**config.mk**
```make
export PLATFORM = sky130hd
export DESIGN_NAME = ethernet_ipv4_header_parser
export DESIGN_NICKNAME = d
export VERILOG_FILES = /design/src/design/ehp_pkg.sv /design/src/design/ehp_capture.sv /design/src/design/ehp_queue.sv /design/src/design/ehp_summary.sv /design/src/design/ethernet_ipv4_header_parser.sv
export SDC_FILE = /design/constraint.sdc
export NUM_CORES = 2
export LEC_CHECK = 0
export ABC_CLOCK_PERIOD_IN_PS = 43100
export BUFFER_PORTS_ARGS = -buffer_cell sky130_fd_sc_hd__buf_2
export CAP_MARGIN = 25
export CORE_ASPECT_RATIO = 0.75
export CORE_MARGIN = 2
export CORE_UTILIZATION = 69
export CTS_BUF_LIST = sky130_fd_sc_hd__clkbuf_8
export DETAILED_ROUTE_END_ITERATION = 10
export GPL_TIMING_DRIVEN = 0
export PLACE_DENSITY_LB_ADDON = 0.3
export SYNTH_ARGS = -nofsm -noshare
export SYNTH_HDL_FRONTEND = slang
export SYNTH_SLANG_ARGS = --single-unit
```
**constraint.sdc**
```tcl
create_clock -name clock -period 43.1 [get_ports clock]
set_input_delay 8.62 -clock clock [delete_from_list [all_inputs] [get_ports clock]]
set_output_delay 8.62 -clock clock [all_outputs]
set_load 0.01 [all_outputs]
```
**src/design/ehp_pkg.sv**
```systemverilog
// Shared types and constants for the Ethernet/IPv4 header parser.
// Used by the capture, queue, summary and top-level modules; no dependencies.
package ehp_pkg;

   localparam int DEFAULT_MAX_FRAME_BYTES = 16384;
   localparam int DEFAULT_QUEUE_DEPTH     = 4;

   localparam int LEN_W = 16;  // holds any frame count up to the largest frame limit
   localparam int CMP_W = 17;  // offsets and counts compared without overflow

   // register indexes on the CSR port
   localparam logic [1:0] CSR_LINK_OFFSET = 2'd0;
   localparam logic [1:0] CSR_HTTP_ENABLE = 2'd1;
   localparam logic [1:0] CSR_TLS_ENABLE  = 2'd2;

   localparam logic [6:0] RESET_LINK_OFFSET = 7'd14;

   // packet classes
   localparam logic [2:0] CLASS_NONIP = 3'd0;
   localparam logic [2:0] CLASS_TCP   = 3'd1;
   localparam logic [2:0] CLASS_UDP   = 3'd2;
   localparam logic [2:0] CLASS_ICMP  = 3'd3;
   localparam logic [2:0] CLASS_OTHER = 3'd4;
   localparam logic [2:0] CLASS_HTTP  = 3'd5;
   localparam logic [2:0] CLASS_TLS   = 3'd6;

   localparam logic [7:0]  PROTO_ICMP = 8'd1;
   localparam logic [7:0]  PROTO_TCP  = 8'd6;
   localparam logic [7:0]  PROTO_UDP  = 8'd17;
   localparam logic [3:0]  IP_VERSION_4 = 4'd4;
   localparam logic [15:0] PORT_HTTP  = 16'd80;
   localparam logic [15:0] PORT_TLS   = 16'd443;

   localparam int ETH_HEADER_BYTES = 14;
   localparam int IP_MIN_BYTES     = 20;
   localparam int TCP_MIN_BYTES    = 20;
   localparam int UDP_HEADER_BYTES = 8;

   typedef struct packed {
      logic [6:0] link_offset;
      logic       http_enable;
      logic       tls_enable;
   } cfg_type;

   // header fields captured over one frame
   typedef struct packed {
      logic [LEN_W-1:0] len;
      logic [47:0]      dest_mac;
      logic [47:0]      source_mac;
      logic [3:0]       ip_version;
      logic [3:0]       ip_header_words;
      logic [7:0]       ip_protocol;
      logic [7:0]       ttl;
      logic [31:0]      source_ip;
      logic [31:0]      dest_ip;
      logic [15:0]      source_port;
      logic [15:0]      dest_port;
      logic [15:0]      udp_length;
      logic [3:0]       tcp_header_words;
      logic [4:0]       flags;
   } frame_type;

   typedef struct packed {
      logic        status;
      logic [2:0]  packet_class;
      logic [47:0] dest_mac;
      logic [47:0] source_mac;
      logic [31:0] source_ip;
      logic [31:0] dest_ip;
      logic [7:0]  time_to_live;
      logic [15:0] source_port;
      logic [15:0] dest_port;
      logic [4:0]  tcp_flag_bits;
      logic [15:0] payload_length;
      logic [14:0] frame_length;
   } result_type;

endpackage

```
**src/design/ehp_capture.sv**
```systemverilog
// Front end: latches header fields by byte position as the frame streams past.
// Depends on ehp_pkg; hands a completed frame record to the queue on the last byte.
module ehp_capture import ehp_pkg::*; #(
   parameter int MAX_FRAME_BYTES = DEFAULT_MAX_FRAME_BYTES
) (
   input  logic       clock,
   input  logic       reset,
   input  logic       accept,
   input  logic [7:0] data_byte,
   input  logic       last_byte,
   input  logic [6:0] link_offset,
   output logic       frame_push,
   output frame_type  frame_out
);

   frame_type        frame_ff, frame_in;
   logic [CMP_W-1:0] pos, off, l4;
   logic [3:0]       ihl_now;
   logic             capture_en;

   assign pos        = CMP_W'(frame_ff.len);
   assign off        = CMP_W'(link_offset);
   assign capture_en = frame_ff.len < LEN_W'(MAX_FRAME_BYTES);
   assign ihl_now    = (pos == off) ? data_byte[3:0] : frame_ff.ip_header_words;
   assign l4         = off + CMP_W'({ihl_now, 2'b00});

   always_comb begin
      frame_in = frame_ff;
      if (capture_en) begin
         if (pos < CMP_W'(6))
            frame_in.dest_mac = {frame_ff.dest_mac[39:0], data_byte};
         else if (pos < CMP_W'(12))
            frame_in.source_mac = {frame_ff.source_mac[39:0], data_byte};
         if (pos == off) begin
            frame_in.ip_version      = data_byte[7:4];
            frame_in.ip_header_words = data_byte[3:0];
         end
         if (pos == off + CMP_W'(8))
            frame_in.ttl = data_byte;
         if (pos == off + CMP_W'(9))
            frame_in.ip_protocol = data_byte;
         if (pos >= off + CMP_W'(12) && pos < off + CMP_W'(16))
            frame_in.source_ip = {frame_ff.source_ip[23:0], data_byte};
         if (pos >= off + CMP_W'(16) && pos < off + CMP_W'(20))
            frame_in.dest_ip = {frame_ff.dest_ip[23:0], data_byte};
         if (pos >= l4 && pos < l4 + CMP_W'(2))
            frame_in.source_port = {frame_ff.source_port[7:0], data_byte};
         if (pos >= l4 + CMP_W'(2) && pos < l4 + CMP_W'(4))
            frame_in.dest_port = {frame_ff.dest_port[7:0], data_byte};
         if (pos >= l4 + CMP_W'(4) && pos < l4 + CMP_W'(6))
            frame_in.udp_length = {frame_ff.udp_length[7:0], data_byte};
         if (pos == l4 + CMP_W'(12))
            frame_in.tcp_header_words = data_byte[7:4];
         // reorder wire flags (FIN SYN RST PSH ACK) into SYN ACK FIN RST PSH
         if (pos == l4 + CMP_W'(13))
            frame_in.flags = {data_byte[3], data_byte[2], data_byte[0],
                              data_byte[4], data_byte[1]};
         frame_in.len = frame_ff.len + LEN_W'(1);
      end
   end

   assign frame_push = accept && last_byte;
   assign frame_out  = frame_in;

   always_ff @(posedge clock) begin
      if (reset) begin
         frame_ff <= '0;
      end else if (accept) begin
         // drop the per-frame state once the record is handed on
         frame_ff <= last_byte ? '0 : frame_in;
      end
   end

endmodule

```
**src/design/ehp_queue.sv**
```systemverilog
// Short queue of completed frame records between capture and summary.
// Depends on ehp_pkg for the record type.
module ehp_queue import ehp_pkg::*; #(
   parameter int DEPTH = DEFAULT_QUEUE_DEPTH
) (
   input  logic      clock,
   input  logic      reset,
   input  logic      push,
   input  frame_type push_data,
   input  logic      pop,
   output logic      full,
   output logic      empty,
   output frame_type head
);

   localparam int AW = (DEPTH > 1) ? $clog2(DEPTH) : 1;
   localparam int NW = $clog2(DEPTH + 1);

   frame_type       mem [DEPTH];
   logic [AW-1:0]   wr_ptr_ff, rd_ptr_ff;
   logic [NW-1:0]   count_ff;
   logic            do_push, do_pop;

   assign full    = count_ff == NW'(DEPTH);
   assign empty   = count_ff == '0;
   assign do_push = push && !full;
   assign do_pop  = pop && !empty;
   assign head    = mem[rd_ptr_ff];

   always_ff @(posedge clock) begin
      if (do_push)
         mem[wr_ptr_ff] <= push_data;
   end

   always_ff @(posedge clock) begin
      if (reset) begin
         wr_ptr_ff <= '0;
         rd_ptr_ff <= '0;
         count_ff  <= '0;
      end else begin
         if (do_push)
            wr_ptr_ff <= (wr_ptr_ff == AW'(DEPTH - 1)) ? '0 : wr_ptr_ff + AW'(1);
         if (do_pop)
            rd_ptr_ff <= (rd_ptr_ff == AW'(DEPTH - 1)) ? '0 : rd_ptr_ff + AW'(1);
         if (do_push && !do_pop)
            count_ff <= count_ff + NW'(1);
         else if (do_pop && !do_push)
            count_ff <= count_ff - NW'(1);
      end
   end

endmodule

```
**src/design/ehp_summary.sv**
```systemverilog
// Back end: turns a frame record into the summary and holds it for the consumer.
// Depends on ehp_pkg for the record, result and configuration types.
module ehp_summary import ehp_pkg::*; (
   input  logic       clock,
   input  logic       reset,
   input  logic       frame_empty,
   input  frame_type  frame,
   input  cfg_type    cfg,
   output logic       frame_pop,
   input  logic       rsp_pop,
   output logic       rsp_empty,
   output result_type rsp
);

   result_type       result_in, rsp_ff;
   logic             valid_ff;
   logic [CMP_W-1:0] len, off, l4, pay_start;
   logic             is_http, is_tls;

   assign len       = CMP_W'(frame.len);
   assign off       = CMP_W'(cfg.link_offset);
   assign l4        = off + CMP_W'({frame.ip_header_words, 2'b00});
   assign pay_start = l4 + CMP_W'({frame.tcp_header_words, 2'b00});
   assign is_http   = frame.source_port == PORT_HTTP || frame.dest_port == PORT_HTTP;
   assign is_tls    = frame.source_port == PORT_TLS || frame.dest_port == PORT_TLS;

   always_comb begin
      result_in = '0;
      result_in.frame_length = frame.len[14:0];
      if (len < CMP_W'(ETH_HEADER_BYTES) || len < off + CMP_W'(IP_MIN_BYTES)) begin
         result_in.status = 1'b1;
      end else if (frame.ip_version != IP_VERSION_4) begin
         result_in.packet_class = CLASS_NONIP;
         if (off >= CMP_W'(ETH_HEADER_BYTES)) begin
            result_in.dest_mac   = frame.dest_mac;
            result_in.source_mac = frame.source_mac;
         end
      end else if ((frame.ip_protocol == PROTO_TCP && len < l4 + CMP_W'(TCP_MIN_BYTES)) ||
                   (frame.ip_protocol == PROTO_UDP && len < l4 + CMP_W'(UDP_HEADER_BYTES)))
      begin
         result_in.status = 1'b1;
      end else begin
         if (off >= CMP_W'(ETH_HEADER_BYTES)) begin
            result_in.dest_mac   = frame.dest_mac;
            result_in.source_mac = frame.source_mac;
         end
         result_in.source_ip    = frame.source_ip;
         result_in.dest_ip      = frame.dest_ip;
         result_in.time_to_live = frame.ttl;
         case (frame.ip_protocol)
            PROTO_TCP: begin
               result_in.packet_class = CLASS_TCP;
               if (is_http) begin
                  if (cfg.http_enable)
                     result_in.packet_class = CLASS_HTTP;
               end else if (is_tls && cfg.tls_enable) begin
                  result_in.packet_class = CLASS_TLS;
               end
               result_in.source_port   = frame.source_port;
               result_in.dest_port     = frame.dest_port;
               result_in.tcp_flag_bits = frame.flags;
               if (len > pay_start)
                  result_in.payload_length = 16'(len - pay_start);
            end
            PROTO_UDP: begin
               result_in.packet_class = CLASS_UDP;
               result_in.source_port  = frame.source_port;
               result_in.dest_port    = frame.dest_port;
               if (frame.udp_length > 16'(UDP_HEADER_BYTES))
                  result_in.payload_length = frame.udp_length - 16'(UDP_HEADER_BYTES);
            end
            PROTO_ICMP: result_in.packet_class = CLASS_ICMP;
            default:    result_in.packet_class = CLASS_OTHER;
         endcase
      end
   end

   // advance the queue whenever the output slot is free or being emptied
   assign frame_pop = !frame_empty && (!valid_ff || rsp_pop);
   assign rsp_empty = !valid_ff;
   assign rsp       = rsp_ff;

   always_ff @(posedge clock) begin
      if (reset) begin
         valid_ff <= 1'b0;
      end else if (frame_pop) begin
         valid_ff <= 1'b1;
      end else if (rsp_pop) begin
         valid_ff <= 1'b0;
      end
   end

   always_ff @(posedge clock) begin
      if (frame_pop)
         rsp_ff <= result_in;
   end

endmodule

```
**src/design/ethernet_ipv4_header_parser.sv**
```systemverilog
// Ethernet/IPv4/TCP/UDP header parser, one frame byte per cycle.
// Throughput: one byte every cycle while the frame queue has room; set by the capture stage.
// Path: the record enters the frame queue at the edge that takes the last byte, then loads
// the output register once the output slot is free or being emptied.
// Reset (synchronous): registers return to link offset 14 with HTTP and TLS enabled,
// frame state clears and the queue and output register empty.
module ethernet_ipv4_header_parser import ehp_pkg::*; #(
   parameter int MAX_FRAME_BYTES = DEFAULT_MAX_FRAME_BYTES,
   parameter int QUEUE_DEPTH     = DEFAULT_QUEUE_DEPTH
) (
   input  logic        clock,
   input  logic        reset,
   input  logic        req_push,
   output logic        req_full,
   input  logic [7:0]  req_data_byte,
   input  logic        req_last_byte,
   output logic        rsp_empty,
   input  logic        rsp_pop,
   output logic        rsp_status,
   output logic [2:0]  rsp_packet_class,
   output logic [47:0] rsp_dest_mac,
   output logic [47:0] rsp_source_mac,
   output logic [31:0] rsp_source_ip,
   output logic [31:0] rsp_dest_ip,
   output logic [7:0]  rsp_time_to_live,
   output logic [15:0] rsp_source_port,
   output logic [15:0] rsp_dest_port,
   output logic [4:0]  rsp_tcp_flag_bits,
   output logic [15:0] rsp_payload_length,
   output logic [14:0] rsp_frame_length,
   input  logic        csr_we,
   input  logic [1:0]  csr_index,
   input  logic [6:0]  csr_wdata
);

   cfg_type    cfg_ff;
   frame_type  frame_rec, frame_head;
   result_type rsp;
   logic       accept, frame_push, frame_pop, frame_empty;

   always_ff @(posedge clock) begin
      if (reset) begin
         cfg_ff.link_offset <= RESET_LINK_OFFSET;
         cfg_ff.http_enable <= 1'b1;
         cfg_ff.tls_enable  <= 1'b1;
      end else if (csr_we) begin
         case (csr_index)
            CSR_LINK_OFFSET: cfg_ff.link_offset <= csr_wdata;
            CSR_HTTP_ENABLE: cfg_ff.http_enable <= csr_wdata[0];
            CSR_TLS_ENABLE:  cfg_ff.tls_enable  <= csr_wdata[0];
            default: ;
         endcase
      end
   end

   assign accept = req_push && !req_full;

   ehp_capture #(
      .MAX_FRAME_BYTES(MAX_FRAME_BYTES)
   ) u_capture (
      .clock      (clock),
      .reset      (reset),
      .accept     (accept),
      .data_byte  (req_data_byte),
      .last_byte  (req_last_byte),
      .link_offset(cfg_ff.link_offset),
      .frame_push (frame_push),
      .frame_out  (frame_rec)
   );

   ehp_queue #(
      .DEPTH(QUEUE_DEPTH)
   ) u_queue (
      .clock    (clock),
      .reset    (reset),
      .push     (frame_push),
      .push_data(frame_rec),
      .pop      (frame_pop),
      .full     (req_full),
      .empty    (frame_empty),
      .head     (frame_head)
   );

   ehp_summary u_summary (
      .clock      (clock),
      .reset      (reset),
      .frame_empty(frame_empty),
      .frame      (frame_head),
      .cfg        (cfg_ff),
      .frame_pop  (frame_pop),
      .rsp_pop    (rsp_pop),
      .rsp_empty  (rsp_empty),
      .rsp        (rsp)
   );

   assign rsp_status         = rsp.status;
   assign rsp_packet_class   = rsp.packet_class;
   assign rsp_dest_mac       = rsp.dest_mac;
   assign rsp_source_mac     = rsp.source_mac;
   assign rsp_source_ip      = rsp.source_ip;
   assign rsp_dest_ip        = rsp.dest_ip;
   assign rsp_time_to_live   = rsp.time_to_live;
   assign rsp_source_port    = rsp.source_port;
   assign rsp_dest_port      = rsp.dest_port;
   assign rsp_tcp_flag_bits  = rsp.tcp_flag_bits;
   assign rsp_payload_length = rsp.payload_length;
   assign rsp_frame_length   = rsp.frame_length;

endmodule
```
==> results.toml <==
[timing]
max-slew-margin-rel = 0.2191
total_neg_setup_slack_ps = 0
worst-slew-pin-transition_ps = 1156
period_minus_slack_ps = 14420
finalSetupViolCount = 0
hold_violations = 0
maxClockFrequency_mhz = 69.35
holdWs_ps = 463.8
finClkSkew_ps = 52.35
min_period_over_period = 0.3346
rsz0062_at_grt = "no"
finalMaxSlewViolations = 0

[cts]
ctsLongestPathBuffers = 3
cts_hold_repair.buffers = 0
post_cts.resized_instances = 0
clockRootBuffer = "clkbuf_8"
cts_made_buffers = 211
post_cts.repair.setup_buffers = 0
worstSkewPairLatency_ps = 890
clock_sink_count = 1544
cts.htree.levels = 4
clk_pin_slew_worst_paths_ps = 70
tritoncts = "built"

[worst_setup_path]
criticalPathCategory = "input port to flip-flop"
critical_path.startpoint_type = "input port"
critical_path.reg2reg.startpoint = "cfg_ff[3]$_SDFFE_PP1P_"
crit_chain = "clkbuf_1 -> buf_8 -> clkbuf_1 -> mux2_2 -> ha_1 -> inv_1 -> fa_1 -> nand3b_1 -> and3b_1 -> or2_2 -> clkbuf_1 -> or3_1 -> o21a_1 -> ha_1 -> and4_1 -> o21ai_0 -> o211ai_1 -> a31oi_1 -> or4b_2 -> clkbuf_1 -> nor2_1 -> buf_2 -> a22o_1"
worst_path_max_delay_cell = "clkbuf_1"
cp_data_arrival_time_ps = 15240
endpoint_class_of_the_critical_path = "flip-flop"
crit_path_frequent_cell = "clkbuf_1"
rr_endpoint = "u_capture.frame_ff[38]$_SDFFE_PP0P_"
crit_path_max_incr_delay_ps = 850
reg2reg_slack_ps = 34920
critical_path_peak_fanout = 10
cp.required_ps = 43920
worst_reg_to_reg_path_cell_count = 26

[logic_synthesis]
ys_dominant_reg_cell = "edfxtp_1"
synth-warning-count = 0
synthesized_flop_and_latch_total = 1544
synthArstFlopShare = 0
synth_cells = 3650
synthDominantAreaCellType = "edfxtp_1"
synth_edf_count = 1268
synthDistinctLibCells = 90
syn_area_per_cell_um2 = 17.23
synth.top_cell.area_share = 0.6054
netlist_area_mm2 = 0.06289
netlist_top_cells_area = "edfxtp_1 61%, dfxtp_1 8.8%, mux4_2 8.0%, mux2_2 4.4%, ha_1 2.3%"
seq_area_frac_synth = 0.6933

[floorplanning]
boundaryPins = 265
fp.dieW_um = 352.6
die_h_um = 265.5
placementRows = 95
floorplan.initialDensity = 0.6989
core_mm2 = 0.08998
dieArea_mm2 = 0.09360

[routing]
drt.antenna.violating_nets = 0
drc_errors = 2
routed_wire_length_per_instance_um = 26.78
via_per_inst = 6.559
totalWireLength_um = 149100
first_iter_violations = 5276
route.vias.total = 36520
drtPass1Iterations = 9

[global_route]
grt_first_pass_wirelength_um = 222200
grt_antenna_before_repair = 11
grt.total_usage = 0.3184
grt_start_max_net_pins = 62
gr-total-overflow = 0
number_of_global_route_vias_before_repair = 35940

[pwr]
power.density_mw_per_mm2 = 58.26
fin_total_pwr_mw = 4.127
vdd_ir_drop_max_mv = 0.04536
p_leak_nw = 25.47

[place]
place.port_buffers = 255
globalplace.congestion = 0.9486
hpwlAfterDp_um = 99550

[hold_path]
hold_end = "u_capture.frame_ff[51]$_SDFFE_PP0P_"
min_path_type = "flip-flop to flip-flop"
worst_hold_startpoint = "u_capture.frame_ff[51]$_SDFFE_PP0P_"
holdPathStages = 1

[final_layout]
layout.core_utilization = 0.7873
sequential_cell_area_mm2 = 0.04360
multi_input_area_mm2 = 0.01811
fin_nets = 4313
synthToLayoutAreaGrowth_pct = 12.64
layout_cells_sized_above_1 = 0.2669
fillerInstances = 4671

[job]
max_cap_violations = 0

[status]
failed_checks = "DRC"
outcome = "finished, violations left"
==> kinds of logic after synthesis <==
| group | count (synthesis) | synth area share |
|---|---|---|
| other cells | 1 | 0.00005963 |
| buf+inv | 267 | 0.01950 |
| compound gates | 468 | 0.05724 |
| mux | 504 | 0.1368 |
| xor+xnor | 85 | 0.01196 |
| fa+ha+maj | 123 | 0.02503 |
| flops | 1544 | 0.6933 |
| simple gates | 658 | 0.05616 |
==> flip-flops by register name, indices dropped and copies added, names as in the netlist, named ones only <==
signal	flops
u_summary.rsp	240
u_queue.count_ff	3
u_capture.frame_ff	257
u_queue.mem	1028
cfg_ff	9
u_queue.wr_ptr_ff	2
u_queue.rd_ptr_ff	2
u_summary.valid_ff	1
==> power breakdown <==
part	total (mW)	switching (mW)	internal [mW]	leakage, nW
Sequential	1.86	0.0484	1.81	14.6
Clock	1.10	0.547	0.549	2.43
Combinational	1.17	0.676	0.495	8.46
==> worst max-delay path: cells and delay by family <==
kind                     cells  cell delay [ps]
AND/OR/NAND/NOR              7             2580
buffers and inverters        7             2080
adder cells (fa/ha/maj)      3              830
AO/OA/AOI/OAI                5              760
multiplexers                 1              310
==> stage by stage <==
stage	instances	setup slack [ps]	cell area, um^2
after global routing	5567	28440	70840
after floorplan	3654	20270	62910
after global placement	5121	11980	65700
after CTS	5559	28610	70740
final	5568	28680	70840
after detailed placement	5161	27710	66590
==> synthesized netlist by cell type, types with 12 or more instances <==
| cell type | number |
|---|---|
| o21ai_0 | 34 |
| a22oi_1 | 139 |
| nor2_1 | 210 |
| a21o_1 | 19 |
| o21a_1 | 16 |
| mux2_2 | 248 |
| clkbuf_1 | 118 |
| nor2b_1 | 222 |
| or3_1 | 15 |
| and3_1 | 13 |
| buf_1 | 17 |
| xnor2_1 | 52 |
| edfxtp_1 | 1268 |
| xor2_1 | 32 |
| buf_2 | 64 |
| nand2_1 | 49 |
| nor4_1 | 12 |
| a22o_1 | 36 |
| a32o_1 | 82 |
| a21oi_1 | 62 |
| nand2b_1 | 16 |
| dfxtp_1 | 276 |
| inv_1 | 50 |
| nand4_1 | 13 |
| ha_1 | 117 |
| nand3_1 | 29 |
| nor3_1 | 21 |
| mux4_1 | 28 |
| mux4_2 | 223 |
==> final cells by class <==
type / instances / share of cell area
Buffer: 216 / 0.01462
Antenna cell: 3 / 0.0001060
Multi-Input combinational cell: 1843 / 0.2556
Inverter: 51 / 0.002702
Clock inverter: 168 / 0.01390
Clock buffer: 230 / 0.04469
Tap cell: 1212 / 0.02141
Sequential cell: 1544 / 0.6155
Timing Repair Buffer: 301 / 0.03146
==> placed cells by master (no fill, tap or decap), types with 19 or more instances in the layout <==
master    instances
clkinv_2         22
xnor2_1          52
nor2b_1         222
clkbuf_8        230
a21o_1           19
nand3_1          29
clkbuf_1        117
ha_1            117
mux4_2          223
a21oi_1          61
edfxtp_1       1268
inv_1           134
a32o_1           82
a22o_1           36
clkinv_1         38
mux2_2          248
buf_16           19
nor3_1           21
nand2_1          49
o21ai_0          34
dfxtp_1         276
a22oi_1         139
buf_2           319
xor2_1           32
nor2_1          210
mux4_1           28
==> worst max path at each step <==
stage | depth (start not counted) | to | start | slack, ps
6_report | 23 | u_capture.frame_ff[38]$_SDFFE_PP0P_ | req_data_byte[0] | 28680
5_1_grt | 23 | u_capture.frame_ff[32]$_SDFFE_PP0P_ | req_data_byte[0] | 28440
4_1_cts | 20 | u_capture.frame_ff[32]$_SDFFE_PP0P_ | req_data_byte[1] | 28610
3_5_place_dp | 21 | u_capture.frame_ff[37]$_SDFFE_PP0P_ | req_data_byte[3] | 27710
3_3_place_gp | 10 | u_queue.count_ff[2]$_SDFFE_PP0P_ | rsp_pop | 11980
2_1_floorplan | 9 | u_queue.count_ff[2]$_SDFFE_PP0P_ | rsp_pop | 20270
==> routing by layer <==
layer	vias to the layer above	GRT usage	share of wire
met1	18400	0.4597	0.39
met4	4	0.1058	0.028
met3	286	0.07039	0.11
li1	15520	-	-
met5	-	0	0.00018
met2	2315	0.4917	0.47
(Power assumes the default switching activity.)
